[config.mk]
export PLATFORM = sky130hd
export DESIGN_NAME = kpzss_flip_rule
export DESIGN_NICKNAME = d
export VERILOG_FILES = /design/src/hw/rtl/kpzss_pkg.sv /design/src/hw/rtl/kpzss_flip_rule.sv
export SDC_FILE = /design/constraint.sdc
export NUM_CORES = 1
export LEC_CHECK = 0
export ABC_AREA = 1
export BUFFER_PORTS_ARGS = -buffer_cell sky130_fd_sc_hd__buf_4
export CORE_UTILIZATION = 39
export DETAILED_ROUTE_END_ITERATION = 10
export GPL_TIMING_DRIVEN = 1
export PLACE_DENSITY = 0.83
export SETUP_SLACK_MARGIN = 0.5
export SLEW_MARGIN = 20
export SYNTH_ARGS = -nofsm -noshare
export SYNTH_HDL_FRONTEND = slang
export SYNTH_SLANG_ARGS = --single-unit
[constraint.sdc]
create_clock -name vclk -period 1.88
set_clock_uncertainty 0.15 [all_clocks]
set_input_delay 0.188 -clock vclk [all_inputs]
set_output_delay 0.188 -clock vclk [all_outputs]
set_load 0.05 [all_outputs]
[src/hw/rtl/kpzss_pkg.sv]
package kpzss_pkg;

  // Lattice shape defaults
  localparam int COLUMN_BITS_DEFAULT = 10;
  localparam int ROW_BITS_DEFAULT    = 6;

  localparam int CHANCE_W   = 16;
  localparam int PROB_W     = 17;
  localparam int MODE_W     = 2;
  localparam int REQ_W      = 2;
  localparam int CFG_INDEX_W = 3;
  localparam int CFG_DATA_W  = PROB_W;

  // Request codes
  localparam logic [REQ_W-1:0] REQ_LOAD   = 2'd0;
  localparam logic [REQ_W-1:0] REQ_UPDATE = 2'd1;
  localparam logic [REQ_W-1:0] REQ_READ   = 2'd2;

  // Update modes; bit 1 selects the disorder-driven probabilities
  localparam logic [MODE_W-1:0] MODE_PLAIN = 2'd0;
  localparam int                MODE_DISORDER_BIT = 1;

  // Register indexes
  localparam logic [CFG_INDEX_W-1:0] CFG_MODE   = 3'd0;
  localparam logic [CFG_INDEX_W-1:0] CFG_P_ZERO = 3'd1;
  localparam logic [CFG_INDEX_W-1:0] CFG_Q_ZERO = 3'd2;
  localparam logic [CFG_INDEX_W-1:0] CFG_P_ONE  = 3'd3;
  localparam logic [CFG_INDEX_W-1:0] CFG_Q_ONE  = 3'd4;

  localparam logic [MODE_W-1:0] MODE_RESET = MODE_PLAIN;
  localparam logic [PROB_W-1:0] PROB_RESET = 17'h10000;

  // Slope pair {right, here}
  localparam logic [1:0] PAIR_P = 2'b10;
  localparam logic [1:0] PAIR_Q = 2'b01;

  typedef struct packed {
    logic [MODE_W-1:0] mode;
    logic [PROB_W-1:0] p_zero;
    logic [PROB_W-1:0] q_zero;
    logic [PROB_W-1:0] p_one;
    logic [PROB_W-1:0] q_one;
  } cfg_t;

endpackage

[src/hw/rtl/kpzss_flip_rule.sv]
module kpzss_flip_rule (
  input  kpzss_pkg::cfg_t                     cfg,
  input  logic                                here_slope,
  input  logic                                right_slope,
  input  logic                                here_disorder,
  input  logic [kpzss_pkg::CHANCE_W-1:0]      chance,
  output logic                                flip
);

  logic [1:0]                      pair;
  logic                            use_one;
  logic [kpzss_pkg::PROB_W-1:0]    prob_p;
  logic [kpzss_pkg::PROB_W-1:0]    prob_q;
  logic [kpzss_pkg::PROB_W-1:0]    chance_ext;

  assign pair       = {right_slope, here_slope};
  assign use_one    = cfg.mode[kpzss_pkg::MODE_DISORDER_BIT] & here_disorder;
  assign prob_p     = use_one ? cfg.p_one : cfg.p_zero;
  assign prob_q     = use_one ? cfg.q_one : cfg.q_zero;
  assign chance_ext = {1'b0, chance};

  always_comb begin
    flip = 1'b0;
    if (cfg.mode == kpzss_pkg::MODE_PLAIN) begin
      flip = (pair == kpzss_pkg::PAIR_P);
    end else begin
      case (pair)
        kpzss_pkg::PAIR_P: flip = (chance_ext < prob_p);
        kpzss_pkg::PAIR_Q: flip = (chance_ext < prob_q);
        default:           flip = 1'b0;
      endcase
    end
  end

endmodule

## Word-level counts from Yosys, hierarchy flattened

Index checks and enable logic that the tools add are counted.

- Register bits: 0
- Input port bits: 89
- Word-level logic and storage cells: 10

- Order comparisons: 2
- Equality and inequality tests: 2
- Multiplexer cells: 4
- Bitwise logic cells: 1
- Reductions and logical operators: 1

Operator list:

| kind | number |
|---|---|
| 16-bit by 17-bit < comparator with 1-bit output | 2 |
| 17-bit two-way mux | 2 |
| 2-bit by 1-bit == test with 1-bit output (second input constant) | 1 |
| 2-bit == test (second input constant) | 1 |
| 2-bit zero test | 1 |
| 1-bit case mux with 2 select lines | 1 |
| 1-bit bitwise AND | 1 |
| 1-bit two-way mux | 1 |

## Longest topological paths before layout

- Word-level depth: 5
- Gate-level depth with buffers: 15
- Depth with buffers taken out: 14

## Least setup slack after synthesis

No wires, ideal clock.

- Path type: input to output
- From: in cfg[69] (netlist name)
- To: out flip
- Arrival time: 1900 ps
- Setup slack: -358 ps
- Stages: 12
- Buffers on the path: 1
- Cell sequence: nand2_2 -> buf_2 -> mux2i_1 -> ha_1 -> a21o_1 -> nor2_1 -> nor2_1 -> nor2_1 -> nand2_1 -> nand2_1 -> nand2_1 -> nand2_1

- Longest elaborated chain between the ends: 5
- Elaborated cells on any way between the ends: 8

RTL lines:

| item | RTL line | text |
|---|---|---|
| start: declaration | kpzss_flip_rule.sv:2 | `input kpzss_pkg::cfg_t cfg,` |
| 1-bit bitwise AND | kpzss_flip_rule.sv:17 | `assign use_one = cfg.mode[kpzss_pkg::MODE_DISORDER_BIT] & here_disorder;` |
| 17-bit two-way mux (on tied branches) | kpzss_flip_rule.sv:19, kpzss_flip_rule.sv:18 |  |
| 16-bit by 17-bit < comparator with 1-bit output (on tied branches) | kpzss_flip_rule.sv:29, kpzss_flip_rule.sv:28 |  |
| 1-bit case mux with 2 select lines | kpzss_flip_rule.sv:27 | `case (pair)` |
| 1-bit two-way mux * | kpzss_flip_rule.sv:24 | `if (cfg.mode == kpzss_pkg::MODE_PLAIN) begin` |
| end: declaration | kpzss_flip_rule.sv:7 | `output logic flip` |

Every way passes the cells marked *; elsewhere a longest branch is shown, timed or not.

## Worst setup path after layout

Same ends and word-level chain as after synthesis.

==> flow_metrics.env <==
export IMPL_status="finished, violations left"
export IMPL_violations="design-rule violations, negative setup slack"
export IMPL_die_area_sq_um=3340
export IMPL_ioPinCount=90
export IMPL_cp_common_cell="nor2_1"
export IMPL_dpl_hpwl_microns=2810
export IMPL_core_area_sq_um=2850
export IMPL_synth_nets=304
export IMPL_vias=1522
export IMPL_grt_usage=0.224
export IMPL_critPathMaxStageDelay_ns=0.28
export IMPL_grt_start_max_net_pins=9
export IMPL_end_kind="primary output"
export IMPL_setup_viol=1
export IMPL_netlist_area_sq_um=1210
export IMPL_portBuffers=90
export IMPL_routed_wl_microns=3770
export IMPL_vias_per_cell=4.89
export IMPL_die_h_microns=57.8
export IMPL_multi_input_area_sq_um=1200
export IMPL_num_antenna_cells=0
export IMPL_startpoint_type="input port"
export IMPL_detail_route_antenna_nets=0
export IMPL_synthDistinctLibCells=13
export IMPL_postSynthCellCount=183
export IMPL_drv_slew=0
export IMPL_crit_chain="buf_16, nand2_8, mux2i_2, ha_1, a21oi_2, nor2_1, nor2_1, nor2_1, nor2_1, nand2_1, nand2_1, nand2_2, nand2_4, buf_8"
export IMPL_finalCriticalPeriod_ns=2.14
export IMPL_p_per_area_nw_per_um2=229
export IMPL_dp_slack_ns=-0.466
export IMPL_synth_avg_cell_area_sq_um=6.63
export IMPL_rows=19
export IMPL_cp_arrival_ns=1.80
export IMPL_cp_slowest_cell="ha_1"
export IMPL_globalRoute_totalOverflow=0
export IMPL_ctsHoldBuffers=0
export IMPL_rsz0062_at_grt="yes"
export IMPL_critPathRequiredTime_ns=1.54
export IMPL_fillCellCount=247
export IMPL_layout_common_cells="buf_4, nand2_1, ha_1, mux2i_1, inv_1"
export IMPL_die_width_microns=57.8
export IMPL_clkbuf_count=0
export IMPL_start_util=0.425
export IMPL_stdcell_area_sq_um=2100
export IMPL_drive_gt1_frac=0.389
export IMPL_min_period_over_period=1.14
export IMPL_final_common_cell="buf_4"
export IMPL_yosysSeqAreaShare=0
export IMPL_worstMarginPinSlew_ns=0.185
export IMPL_clock_fmax_ghz=0.467
export IMPL_routedWlPerCell_microns=12.1
export IMPL_slew_headroom=0.875
export IMPL_critPathKind="input port to primary output"
export IMPL_p_leak_nw=1.34
export IMPL_nFlopsAndLatches=0
export IMPL_regArea_sq_um=0
export IMPL_hold_viol_final=0
export IMPL_dr_pass1_iters=9
export IMPL_holdCritPathClass="input port to primary output"
export IMPL_fin_ws_ns=-0.262
export IMPL_critPathMaxFanout=6
export IMPL_vdd_drop_max_mv=0.153
export IMPL_grt_antenna_before_repair=0
export IMPL_max_cap_violations=0
export IMPL_grt_pass1_vias=1458
export IMPL_drc=7
export IMPL_min_path_cells=5
export IMPL_first_iter_violations=41
export IMPL_place_gp_congestion=0.735
export IMPL_grt_first_pass_wirelength_microns=5950
export IMPL_synthToLayoutAreaGrowth_pct=72.9
export IMPL_final_nets=403
export IMPL_placed_area_sq_um=1970
export IMPL_yosysWarningCount=0
-- report_power, final --
group | leakage (nW) | switching, mW | internal (mW)
logic | 1.34 | 0.210 | 0.269
registers | 0 | 0 | 0
clock network | 0 | 0 | 0
-- worst paths after layout --
kind	from	end	slack (ns)
setup / recovery	cfg[69]	flip	-0.26
hold / removal	cfg[68]	flip	0.63
-- per-layer routing --
layer	up-vias	share of wire	GRT usage
li1	811	-	-
met1	660	0.44	0.282
met2	47	0.49	0.424
met3	4	0.062	0.0223
met5	-	0	0
met4	0	0.0090	0.0272
-- through the flow --
step / TNS (ns) / utilization / hold WS, ns / std cells / total power [mW]
after global placement: -0.435 / 0.689 / 0.649 / 305 / 0.424
after floorplan: 0 / - / 0.455 / 183 / 0.239
after CTS: -0.215 / 0.733 / 0.632 / 311 / 0.475
after global routing: -0.402 / 0.736 / 0.651 / 311 / 0.539
after detailed placement: -0.466 / 0.689 / 0.651 / 305 / 0.436
final: -0.262 / 0.736 / 0.632 / 311 / 0.480
-- critical path: cells and delay by family --
family / cells / cell delay, ns
adders and majority gates: 1 / 0.28
AOI/OAI and AO/OA: 1 / 0.12
muxes: 1 / 0.22
and+or+nand+nor: 9 / 0.70
buffers and inverters: 2 / 0.28
-- cells by family after synthesis --
kind of cell	after synthesis	share of synthesized area
buffers and inverters	29	0.0928
multiplexers	30	0.247
AO/OA/AOI/OAI	12	0.0639
AND/OR/NAND/NOR	80	0.266
adder cells (fa/ha/maj)	32	0.330
-- synth_stat cells --
cell      n  area, sq um
nand4_1   3         18.8
ha_1     32          400
mux2i_1  30          300
a21o_1    4         30.0
and3_1    2         12.5
o21ai_2   2         17.5
buf_2     3         15.0
a21oi_1   6         30.0
nand3_1   6         30.0
nand2_1  52          195
nor2_1   16         60.1
nand2_2   1         6.26
inv_1    26         97.6
-- final cells by class --
type	instances	area share
multi-input cells	158	0.572
repair buffers	96	0.363
inverters	26	0.0465
well taps	31	0.0185
-- repair_timing --
action                                  CTS  global route
gates cloned                              4             0
pin swaps                                19             2
buffers inserted                          2             0
endpoints found under the setup margin    1             1
gates resized for setup                  13             2
Power figures use the tool's default switching activity.
